**config.mk**
```make
export PLATFORM = sky130hd
export DESIGN_NAME = hik_front
export DESIGN_NICKNAME = d
export VERILOG_FILES = /design/src/hdl/hik_pkg.sv /design/src/hdl/hik_front.sv
export VERILOG_INCLUDE_DIRS = /design/src /design/src/hdl
export SDC_FILE = /design/constraint.sdc
export NUM_CORES = 1
export LEC_CHECK = 0
export BUFFER_PORTS_ARGS = -buffer_cell sky130_fd_sc_hd__buf_2
export CAP_MARGIN = 10
export CORE_MARGIN = 2
export CORE_UTILIZATION = 41
export DETAILED_ROUTE_END_ITERATION = 10
export REMOVE_ABC_BUFFERS = 1
export SLEW_MARGIN = 20
export SYNTH_ARGS = -nofsm -noshare
export SYNTH_HDL_FRONTEND = slang
export SYNTH_SLANG_ARGS = --single-unit
export TNS_END_PERCENT = 30
```
**constraint.sdc**
```tcl
create_clock -name clk -period 3.08 [get_ports clk]
set_input_delay 0.308 -clock clk [delete_from_list [all_inputs] [get_ports clk]]
set_output_delay 0.308 -clock clk [all_outputs]
set_load 0.05 [all_outputs]
```
**src/hdl/histogram_intersection_kernel_defines.svh**
```systemverilog
// Assertion macros shared by the histogram intersection kernel modules.
`ifndef HISTOGRAM_INTERSECTION_KERNEL_DEFINES_SVH
`define HISTOGRAM_INTERSECTION_KERNEL_DEFINES_SVH
// Concurrent assertion with synchronous reset disable.
`define HIK_ASSERT(label, prop, msg) \
  label: assert property (@(posedge clk) disable iff (rst) (prop)) else $error(msg);
// Assertion that is also checked while reset is high.
`define HIK_ASSERT_ALWAYS(label, prop, msg) \
  label: assert property (@(posedge clk) (prop)) else $error(msg);
`endif

```
**src/hdl/hik_pkg.sv**
```systemverilog
// Shared types, constants and tables of the histogram intersection kernel.
package hik_pkg;
  localparam int unsigned BinW = 32;
  localparam int unsigned BetaW = 16;
  localparam int unsigned SumW = 42;
  localparam logic [15:0] BetaOne = 16'd4096;
  localparam logic [41:0] SumMax = {42{1'b1}};
  localparam int unsigned QDepth = 4;
  localparam int unsigned QPtrW = 2;

  // One classified item passed from the front end to the power engine.
  typedef struct packed {
    logic [31:0] m;
    logic        use_power;
    logic        last;
  } hik_item_t;

  // Root table type: entry j holds S_j in unsigned Q2.31 (S_0 = 2.0).
  typedef logic [16:0][32:0] root_tab_t;

  // Root table: S_j = floor(sqrt(S_(j-1) * 2^31)), S_0 = 2^32, built at elaboration.
  function automatic root_tab_t build_roots();
    root_tab_t   tab;
    logic [63:0] v;
    logic [63:0] res;
    logic [63:0] bitv;
    tab = '0;
    tab[0] = 33'h100000000;
    for (int j = 1; j <= 16; j++) begin
      v = {31'b0, tab[j - 1]} << 31;
      res = '0;
      bitv = 64'd1 << 62;
      while (bitv > v) bitv = bitv >> 2;
      while (bitv != '0) begin
        if (v >= res + bitv) begin
          v = v - (res + bitv);
          res = (res >> 1) + bitv;
        end else begin
          res = res >> 1;
        end
        bitv = bitv >> 2;
      end
      tab[j] = res[32:0];
    end
    return tab;
  endfunction

  localparam root_tab_t RootTab = build_roots();

  // Root table lookup.
  function automatic logic [32:0] root_val(input logic [4:0] j);
    return RootTab[j];
  endfunction
endpackage

```
**src/hdl/hik_front.sv**
```systemverilog
// Front end: takes bin pairs, forms the minimum and queues classified items.
`include "histogram_intersection_kernel_defines.svh"
module hik_front (
  input  logic                clk,
  input  logic                rst,
  input  logic [31:0]         a_bin,
  input  logic [31:0]         b_bin,
  input  logic                last_bin,
  input  logic                push,
  output logic                full,
  input  logic [15:0]         beta,
  output hik_pkg::hik_item_t  q_item,
  output logic                q_valid,
  input  logic                q_take
);
  hik_pkg::hik_item_t mem [hik_pkg::QDepth];
  logic [hik_pkg::QPtrW-1:0] wr_ptr;
  logic [hik_pkg::QPtrW-1:0] rd_ptr;
  logic [hik_pkg::QPtrW:0] count;
  logic [31:0] m;
  logic wr_en;
  logic rd_en;

  assign m = (a_bin < b_bin) ? a_bin : b_bin;
  assign full = (count == 3'(hik_pkg::QDepth));
  assign q_valid = (count != '0);
  assign q_item = mem[rd_ptr];
  assign wr_en = push && !full;
  assign rd_en = q_take && q_valid;

  // Queue storage.
  always_ff @(posedge clk) begin
    if (wr_en) begin
      mem[wr_ptr] <= '{m: m, use_power: (m != '0) && (beta != hik_pkg::BetaOne),
                       last: last_bin};
    end
  end

  // Queue pointers and fill count.
  always_ff @(posedge clk) begin
    if (rst) begin
      wr_ptr <= '0;
      rd_ptr <= '0;
      count <= '0;
    end else begin
      if (wr_en) wr_ptr <= wr_ptr + 1'b1;
      if (rd_en) rd_ptr <= rd_ptr + 1'b1;
      count <= count + {2'b0, wr_en} - {2'b0, rd_en};
    end
  end

  `HIK_ASSERT(a_cnt_max, count <= 3'(hik_pkg::QDepth), "queue count overflow")
  `HIK_ASSERT(a_cnt_step, (wr_en && !rd_en) |=> count == $past(count) + 1'b1, "count step")
  `HIK_ASSERT_ALWAYS(a_rst_empty, rst |=> !q_valid, "queue not empty after reset")
endmodule

```
==> results of run 1 <==
## registers in the layout (all words and copies together), names as in the netlist, named ones only
signal  count
rd_ptr      2
count       3
wr_ptr      2
mem       136
## placed cells by master, fill, tap and decap left out, types with 9 or more instances in the layout
| cell type | count |
|---|---|
| inv_1 | 38 |
| ha_1 | 37 |
| a21oi_1 | 9 |
| mux2_1 | 29 |
| nor2_1 | 11 |
| buf_2 | 120 |
| edfxtp_1 | 136 |
| nor4_1 | 19 |
| clkbuf_16 | 17 |
| mux4_2 | 34 |
## kinds of logic (layout without fill, tap and decap cells)
group,after synthesis,after routing,share of synthesized area
adder cells (fa/ha/maj),38,38,0.0721
AND/OR/NAND/NOR,66,66,0.0579
multiplexers,67,67,0.170
flip-flops,145,145,0.637
buffers and inverters,51,199,0.0325
AO/OA/AOI/OAI,24,24,0.0241
XOR/XNOR,5,5,0.00654
## power by group
group          leakage (nW)  switching, mW  internal [mW]
clock                 0.282          0.776           1.19
combinational          1.50           1.45          0.702
sequential             1.31         0.0746           2.45
## worst max-delay path by stage
stage | endpoint | slack, ns
after floorplan | count[2]$_SDFF_PP0_ | -0.17
after global placement | mem[2][17]$_DFFE_PP_ | 0.33
after detailed placement | mem[1][17]$_DFFE_PP_ | 0.23
after CTS | mem[0][26]$_DFFE_PP_ | 0.68
after global routing | count[2]$_SDFF_PP0_ | 0.48
final | mem[0][13]$_DFFE_PP_ | 0.66
## routing by layer
metal  part of all wire  wire [microns]  track usage  vias up
met2               0.49            7550        0.307      153
met3              0.058             905       0.0423       15
met4              0.013             202       0.0592        0
met5                  0               0            0        -
li1                   -               -            -     1857
met1               0.44            6820        0.252     2008
## per-stage QoR
stage	setup TNS (ns)	setup WS [ns]
6_report	0	0.665
4_1_cts	0	0.679
5_1_grt	0	0.481
2_1_floorplan	-0.171	-0.171
3_3_place_gp	0	0.325
3_5_place_dp	0	0.227
## worst reg2reg max path, delay by kind of cell (launching register included)
kind,cells,cell delay (ns)
xor gates and xnor gates,2,0.31
adders and majority gates,3,0.80
buffers and inverters,3,0.19
DFF,1,0.40
and+or+nand+nor,3,0.52
## cell type report
| type | instances | area, sq um | area share |
|---|---|---|---|
| multi-input cells | 200 | 2210 | 0.271 |
| clock buffers | 18 | 429 | 0.0526 |
| flip-flops and latches | 145 | 4270 | 0.522 |
| repair buffers | 129 | 706 | 0.0864 |
| clock inverters | 14 | 140 | 0.0172 |
| inverters | 38 | 143 | 0.0175 |
| well taps | 216 | 270 | 0.0331 |
==> results.md, run 1 <==
- H-tree levels: 4
- Crit path capture type: register
- Final Instance Area: 8170 sq um
- CP Depth: 10
- Starting DRC count in detailed routing: 279
- Final count of hold timing violations: 0
- Top FF cell, synth: edfxtp_1
- First-pass GRT wire length: 24.2 mm
- Initial Utilization: 0.420
- Global-route total usage across every layer: 0.188
- Max-Cap Viols: 0
- Num CTS Buffers: 17
- Largest net degree at the start of global routing: 35
- Status: complete, no violations
- Clock transition at the registers of the reported paths: 0.06 ns
- DR WL/cell: 20.4 microns
- Gpl congestion: 0.785
- Period utilization: 0.784
- Fin nets: 654
- Filler cells: 1356
- Reg2reg end: count[2]$_SDFF_PP0_
- Crit Path Category: in -> reg
- Post-CTS Hold Buffers: 0
- Endpoints failing setup: 0
- Hold Path Class: in -> reg
- Number of nets still failing antenna checks after routing: 0
- Worst endpoint required time: 3.22 ns
- Skew final: 0.00656 ns
- RSZ-0062 raised after global routing: false
- Num rows: 46
- Synth Instances: 396
- Vias after detailed routing: 4033
- Asr flop ratio synth: 0
- Placed inst area: 7600 sq um
- Die ar.: 17400 sq um
- Die width: 132 microns
- Non-Filler Instances: 760
- Sequential area share after synthesis: 0.637
- Post-synth cell types: 35
- Vias in the first global route: 4330
- Pwr/cell area: 814 nW/um^2
- CTS tree: done
- Post-CTS Setup Repair Bufs: 0
- Fin Hold WS: 0.123 ns
- Maximum clock path buffer count: 2
- Leading cell type by number of instances after synthesis: edfxtp_1
- Min-delay src: last_bin
- Largest area contributor in the netlist: edfxtp_1
- Worst path cell trace: buf_2 > inv_1 > ha_1 > a21o_1 > nand3_1 > a211oi_1 > o41a_2 > nor3_4 > buf_12 > mux2_1
- CP max stage delay: 0.53 ns
- Synthesis warning total: 0
- # resized after CTS: 0
- Vias/cell: 5.31
- CTS Root Buffer Type: clkbuf_16
- Leakage: 3.10 nW
- Fraction of layout cells with a size suffix above 1: 0.366
- Antenna cells: 0
- Worst Path Buf+Inv: 3
- Synth-to-layout area growth: 22.0%
- EDFF count, synth: 136
- Routed Wire Length: 15.5 mm
- Post-layout util: 0.512
- DRC violation count after routing: 0
- Yosys top cell area share: 0.610
- Fmax: 414 MHz
- Ports: 121
- Number of max-slew violations in the final report: 0
- Min Clock Period, post-route: 2.42 ns
- Worst R2R Start: count[1]$_SDFF_PP0_
- Initial DRT Pass Iterations: 4
- Area contributors post-synth: edfxtp_1 (61%), mux4_2 (11%), ha_1 (6.9%), mux2_1 (4.9%), dfxtp_1 (2.7%)
- Critical Path Fanout Max: 17
- Clk Latency, worst-skew pair: 0.42 ns
- Syn avg cell area: 16.9 sq um
- Post-Syn Area: 6690 sq um
- Slowest-stage cell, CP: o41a_2
- R2r worst-path depth: 11
- Hold Path Depth: 1
- Port bufs: 120
- Slew headroom: 0.623
- Slew @ Worst Pin: 0.565 ns
- Die Y: 132 microns
- Total power: 6.65 mW
- Placed cell count: 728
- #FFs+latches synth: 145
- Core area: 15900 sq um
- Num Clock Sinks: 145
- Top cells by count, synth: edfxtp_1 (136), inv_1 (38), ha_1 (37), mux4_2 (34), mux2_1 (29)
- Delay-heaviest family, CP: compound AO/OA/AOI/OAI gates
- Max rail drop VDD: 0.000524 V
- CP Launch Point: b_bin[5]
- R2R setup slack: 0.75 ns
- Antenna violations before repair: 0
- Crit start category: input pin
- Hpwl dp: 10.7 mm
- Total grt overflow: 0
- Min-Delay Endpoint: mem[1][0]$_DFFE_PP_
- Arrival time at the worst endpoint: 2.56 ns
No activity file was read; power rests on OpenSTA's default activity.
==> run 2: changes to the inputs <==
Clock period 3.08 ns to 2.13 ns, I/O delays scaled along.
==> results.md, run 2 (synthesis gave the netlist of run 1 again) <==
- Max FFs per register: 136 (unchanged)
- Antenna cells: 0 (unchanged)
- Global-route total usage across every layer: 0.202 (+0.0146)
- Antenna violations before repair: 0 (unchanged)
- Skew final: 0.00551 ns (-0.00105 ns)
- Slew headroom: 0.624 (+0.00125)
- Max-Cap Viols: 0 (unchanged)
- Worst endpoint required time: 2.29 ns (-0.93 ns)
- Commonest non-fill, non-tap cell in the layout: edfxtp_1
- Largest Register: mem
- Routed Wire Length: 17.3 mm (+12%)
- DRC violation count after routing: 0 (unchanged)
- Min Clock Period, post-route: 2.21 ns
- Gpl congestion: 0.823 (+4.8%)
- Leakage: 3.68 nW (+19%)
- Final Instance Area: 9310 sq um (+14%)
- Status: finished with violations
- Arrival time at the worst endpoint: 2.37 ns (-0.19 ns)
- Initial DRT Pass Iterations: 5 (+1)
- Endpoints failing setup: 128 (+128)
- Slew @ Worst Pin: 0.563 ns (-0.00187 ns)
- Worst slack, placed: -0.661 ns (-0.888 ns)
- Fmax: 452 MHz
- Post-CTS Hold Buffers: 0 (unchanged)
- CTS Root Buffer Type: clkbuf_16
- Fin nets: 738 (+13%)
- Fraction of layout cells with a size suffix above 1: 0.557 (+0.192)
- Crit Path Category: in -> reg
- Vias/cell: 5.20 (-2.1%)
- Num rows: 46 (unchanged)
- Vias in the first global route: 4704 (+8.6%)
- Max rail drop VDD: 0.000882 V (+68%)
- Worst path cell trace: buf_8 > inv_4 > ha_4 > a21o_1 > a221o_1 > a221o_1 > nor3_4 > buf_6 > clkbuf_16 > mux2_4
- Die Y: 132 microns (unchanged)
- Num Clock Sinks: 145 (unchanged)
- Fin Hold WS: 0.0256 ns (-0.0969 ns)
- Crit start category: input pin
- CP max stage delay: 0.41 ns (-0.12 ns)
- Port bufs: 120 (unchanged)
- DR WL/cell: 20.5 microns (+0.67%)
- Starting DRC count in detailed routing: 268 (-3.9%)
- Number of nets still failing antenna checks after routing: 0 (unchanged)
- RSZ-0062 raised after global routing: true
- Failing checks: setup timing
- Vias after detailed routing: 4386 (+8.8%)
- Final count of hold timing violations: 0 (unchanged)
- Die width: 132 microns (unchanged)
- Maximum clock path buffer count: 2 (unchanged)
- Critical Path Fanout Max: 8 (-9)
- Largest net degree at the start of global routing: 35 (unchanged)
- Number of max-slew violations in the final report: 0 (unchanged)
- Top Registers: mem (136), count (3)
- Initial Utilization: 0.420 (unchanged)
- CTS tree: done
- Final worst setup slack: -0.0805 ns (-0.745 ns)
- Most frequent cells in the layout: edfxtp_1 (136), buf_2 (111), buf_4 (84)
- Clk Latency, worst-skew pair: 0.41 ns (about the same)
- First-pass GRT wire length: 26.1 mm (+7.8%)
- Crit path capture type: register
- Clock transition at the registers of the reported paths: 0.06 ns (about the same)
- Num CTS Buffers: 17 (unchanged)
- Placed inst area: 8140 sq um (+7.2%)
- Hold Path Class: in -> reg
- Hpwl dp: 11.7 mm (+9.1%)
- H-tree levels: 4 (unchanged)
- Pwr/cell area: 1080 nW/um^2 (+32%)
- Ports: 121 (unchanged)
- Total power: 10.0 mW (+51%)
- Period utilization: 1.04
- Die ar.: 17400 sq um (unchanged)
- Synth-to-layout area growth: 39.1%
- Total grt overflow: 0 (unchanged)
- Most frequent CP cell: a221o_1
- Core area: 15900 sq um (unchanged)
- Slowest-stage cell, CP: a221o_1
-- run 2: cell count changes in the layout (fill, tap and decap cells not counted), sizes merged --
| cell | delta |
|---|---|
| clkinv | -1 |
| clkinvlp | +2 |
| buf | +83 |
| clkbuf | +2 |
| inv | -2 |
-- run 2: metal layers --
| layer | wire length [microns] | GRT usage | part of all wire |
|---|---|---|---|
| met3 | 833 | 0.0615 | 0.048 |
| met4 | 218 | 0.0537 | 0.013 |
| met1 | 7540 | 0.257 | 0.44 |
| met5 | 0 | 0 | 0 |
| met2 | 8710 | 0.340 | 0.50 |
-- run 2: where the power goes --
part | switching [mW] | total (mW) | leakage [nW] | internal (mW)
Clock | 1.07 | 2.77 | 0.260 | 1.70
Sequential | 0.103 | 3.66 | 1.32 | 3.55
Combinational | 2.26 | 3.62 | 2.10 | 1.36
-- run 2: final cells by class --
cell class,instances,area (sq um)
timing repair buffer,213,1470
tap,216,270
clock buffer,19,433
sequential,145,4270
clock inverter,13,120
multi-input combinational,200,2600
fill,1257,6630
inverter,38,148
-- run 2: final timing paths --
path / from / slack (ns) / endpoint / depth (start not counted)
max: b_bin[25] / -0.08 / mem[3][24]$_DFFE_PP_ / 10
min reg2reg: rd_ptr[0]$_SDFFE_PP0P_ / 0.55 / rd_ptr[0]$_SDFFE_PP0P_ / 2
min: last_bin / 0.03 / mem[1][0]$_DFFE_PP_ / 1
max reg2reg: count[2]$_SDFF_PP0_ / 0.01 / count[2]$_SDFF_PP0_ / 12
-- run 2: metrics by stage --
step / utilization / instances / TNS, ns
global placement: 0.511 / 799 / -81.87
finish: 0.584 / 844 / -6.52
detailed placement: 0.511 / 799 / -83.50
CTS: 0.568 / 840 / -5.53
floorplan: - / 383 / -228.23
global route: 0.584 / 844 / -12.48
-- run 2: worst max-delay path, delay by kind of cell --
family | cells | cell delay, ns
mux | 1 | 0.33
compound gates | 3 | 0.90
fa+ha+maj | 1 | 0.19
simple gates | 1 | 0.26
buf+inv | 4 | 0.48
-- run 2: repair_timing --
action / in CTS / in global routing
setup endpoints to repair: 135 / 158
buffers inserted: 7 / 4
endpoints found under the hold margin: 0 / 0
pin swaps: 14 / 19
gates resized for setup: 91 / 41
cloned: 2 / 1
==> run 3: changes to the inputs <==
Settings changed: CTS_BUF_LIST from default to sky130_fd_sc_hd__clkbuf_16.
==> results.md, run 3 (synthesis gave the netlist of run 1 again) <==
- Fmax: 453 MHz (+0.18%)
- First-pass GRT wire length: 26.1 mm (unchanged)
- Vias in the first global route: 4704 (unchanged)
- Post-layout util: 0.584 (unchanged)
- Num Clock Sinks: 145 (unchanged)
- Worst endpoint required time: 2.29 ns (about the same)
- Largest net degree at the start of global routing: 35 (unchanged)
- Total grt overflow: 0 (unchanged)
- DRC violation count after routing: 0 (unchanged)
- RSZ-0062 raised after global routing: true
- CTS Root Buffer Type: clkbuf_16
- Ports: 121 (unchanged)
- CP endpoint: mem[1][24]$_DFFE_PP_
- Crit path capture type: register
- Fin Hold WS: 0.0232 ns (-0.00237 ns)
- Die Y: 132 microns (unchanged)
- Crit start category: input pin
- Worst slack, placed: -0.661 ns (unchanged)
- Filler cells: 1257 (unchanged)
- Antenna violations before repair: 0 (unchanged)
- CP Depth: 10 (unchanged)
- Final count of hold timing violations: 0 (unchanged)
- Slew headroom: 0.623 (-0.00160)
- Slowest-stage cell, CP: a221o_1
- Initial DRT Pass Iterations: 4 (-1)
- Starting DRC count in detailed routing: 265 (-1.1%)
- Max-Cap Viols: 0 (unchanged)
- Most frequent CP cell: a221o_1
- CP max stage delay: 0.41 ns (about the same)
- Initial Utilization: 0.420 (unchanged)
- Clock transition at the registers of the reported paths: 0.06 ns (about the same)
- Number of nets still failing antenna checks after routing: 0 (unchanged)
- Final worst setup slack: -0.0765 ns (+0.00402 ns)
- Port bufs: 120 (unchanged)
- Slew @ Worst Pin: 0.566 ns (+0.00239 ns)
- Clk Latency, worst-skew pair: 0.42 ns (about the same)
- Setup tns final: -6.21 ns (+0.310 ns)
- Number of max-slew violations in the final report: 0 (unchanged)
- DR WL/cell: 20.5 microns (+0.20%)
- Delay-heaviest family, CP: compound AO/OA/AOI/OAI gates
- Hpwl dp: 11.7 mm (unchanged)
- Max FFs per register: 136 (unchanged)
- Routed Wire Length: 17.3 mm (+0.20%)
- Num rows: 46 (unchanged)
- Gpl congestion: 0.823 (unchanged)
- Pwr/cell area: 1080 nW/um^2 (about the same)
- Die ar.: 17400 sq um (unchanged)
- Global-route total usage across every layer: 0.202 (unchanged)
- Vias/cell: 5.19 (-0.18%)
- CP Launch Point: b_bin[25]
- Core area: 15900 sq um (unchanged)
- Reg2reg end: count[2]$_SDFF_PP0_
- Worst path cell trace: buf_8 > inv_4 > ha_4 > a21o_1 > a221o_1 > a221o_1 > nor3_4 > buf_6 > clkbuf_16 > mux2_4
- Synth-to-layout area growth: 39.1% (unchanged)
- Antenna cells: 0 (unchanged)
- Skew final: 0.00767 ns (+0.00215 ns)
- Endpoints failing setup: 128 (unchanged)
- Worst R2R Start: count[2]$_SDFF_PP0_
- Min Clock Period, post-route: 2.21 ns (-0.00402 ns)
- Period utilization: 1.04 (-0.00189)
- Arrival time at the worst endpoint: 2.36 ns (about the same)
- Most frequent cells in the layout: edfxtp_1 (136), buf_2 (111), buf_4 (84)
- Die width: 132 microns (unchanged)
- Total power: 10.0 mW (about the same)
- Failing checks: setup timing
- Commonest non-fill, non-tap cell in the layout: edfxtp_1
- Hold Path Class: in -> reg
- Fin nets: 738 (unchanged)
- H-tree levels: 4 (unchanged)
- Fraction of layout cells with a size suffix above 1: 0.557 (unchanged)
- R2r worst-path depth: 12 (unchanged)
- Max rail drop VDD: 0.000882 V (about the same)
- Worst Path Buf+Inv: 4 (unchanged)
- R2R setup slack: 0.01 ns (about the same)
- Status: finished with violations
- Critical Path Fanout Max: 8 (unchanged)
- Crit Path Category: in -> reg
- Maximum clock path buffer count: 2 (unchanged)
- Leakage: 3.68 nW (+0.23%)
- Vias after detailed routing: 4378 (-0.18%)
- Largest Register: mem
- Num CTS Buffers: 17 (unchanged)
- Top Registers: mem (136), count (3)
- CTS tree: done
run 3: layout make-up:
cell class / count / area [sq um] / area share
Sequential cell: 145 / 4270 / 0.458
Multi-Input combinational cell: 200 / 2600 / 0.279
Timing Repair Buffer: 213 / 1470 / 0.158
Clock buffer: 17 / 425 / 0.0457
Tap cell: 216 / 270 / 0.0290
Inverter: 38 / 148 / 0.0159
Clock inverter: 15 / 128 / 0.0137
run 3: worst reg2reg max path, delay by kind of cell (launching register included):
family	cells	cell delay, ns
xor+xnor	2	0.30
fa+ha+maj	3	0.74
buf+inv	4	0.31
flops	1	0.32
simple gates	3	0.35
run 3: through the flow:
stage                     area [sq um]  instances
after detailed placement          8140        799
after CTS                         9050        840
after global routing              9310        844
after global placement            8140        799
final                             9310        844
after floorplan                   6620        383
run 3: report_power, final:
part	switching (mW)	internal [mW]	total [mW]
registers	0.104	3.55	3.66
clock network	1.07	1.69	2.75
logic	2.26	1.36	3.62
run 3: worst min-delay path by stage:
| stage | from | endpoint | slack, ns | cells after the start |
|---|---|---|---|---|
| final | last_bin | mem[1][0]$_DFFE_PP_ | 0.02 | 1 |
| after global routing | last_bin | mem[1][0]$_DFFE_PP_ | 0.02 | 1 |
| after CTS | last_bin | mem[1][0]$_DFFE_PP_ | 0.009 | 1 |
| after detailed placement | last_bin | mem[1][0]$_DFFE_PP_ | 0.44 | 1 |
| after global placement | last_bin | mem[1][0]$_DFFE_PP_ | 0.43 | 1 |
| after floorplan | rst | count[1]$_SDFF_PP0_ | 0.28 | 1 |
run 3: what timing repair did:
| item | in CTS | in global routing |
|---|---|---|
| setup endpoints to repair | 135 | 158 |
| buffers inserted | 7 | 4 |
| gates cloned | 2 | 1 |
| hold buffers | 0 | 0 |
| resized for setup | 91 | 41 |
| pin swaps | 14 | 19 |
run 3: metal layers:
layer	up-vias	share of wire	global-route usage
met5	-	0	0
met3	12	0.049	0.0615
met2	127	0.51	0.340
met4	0	0.013	0.0537
li1	2017	-	-
met1	2222	0.43	0.257
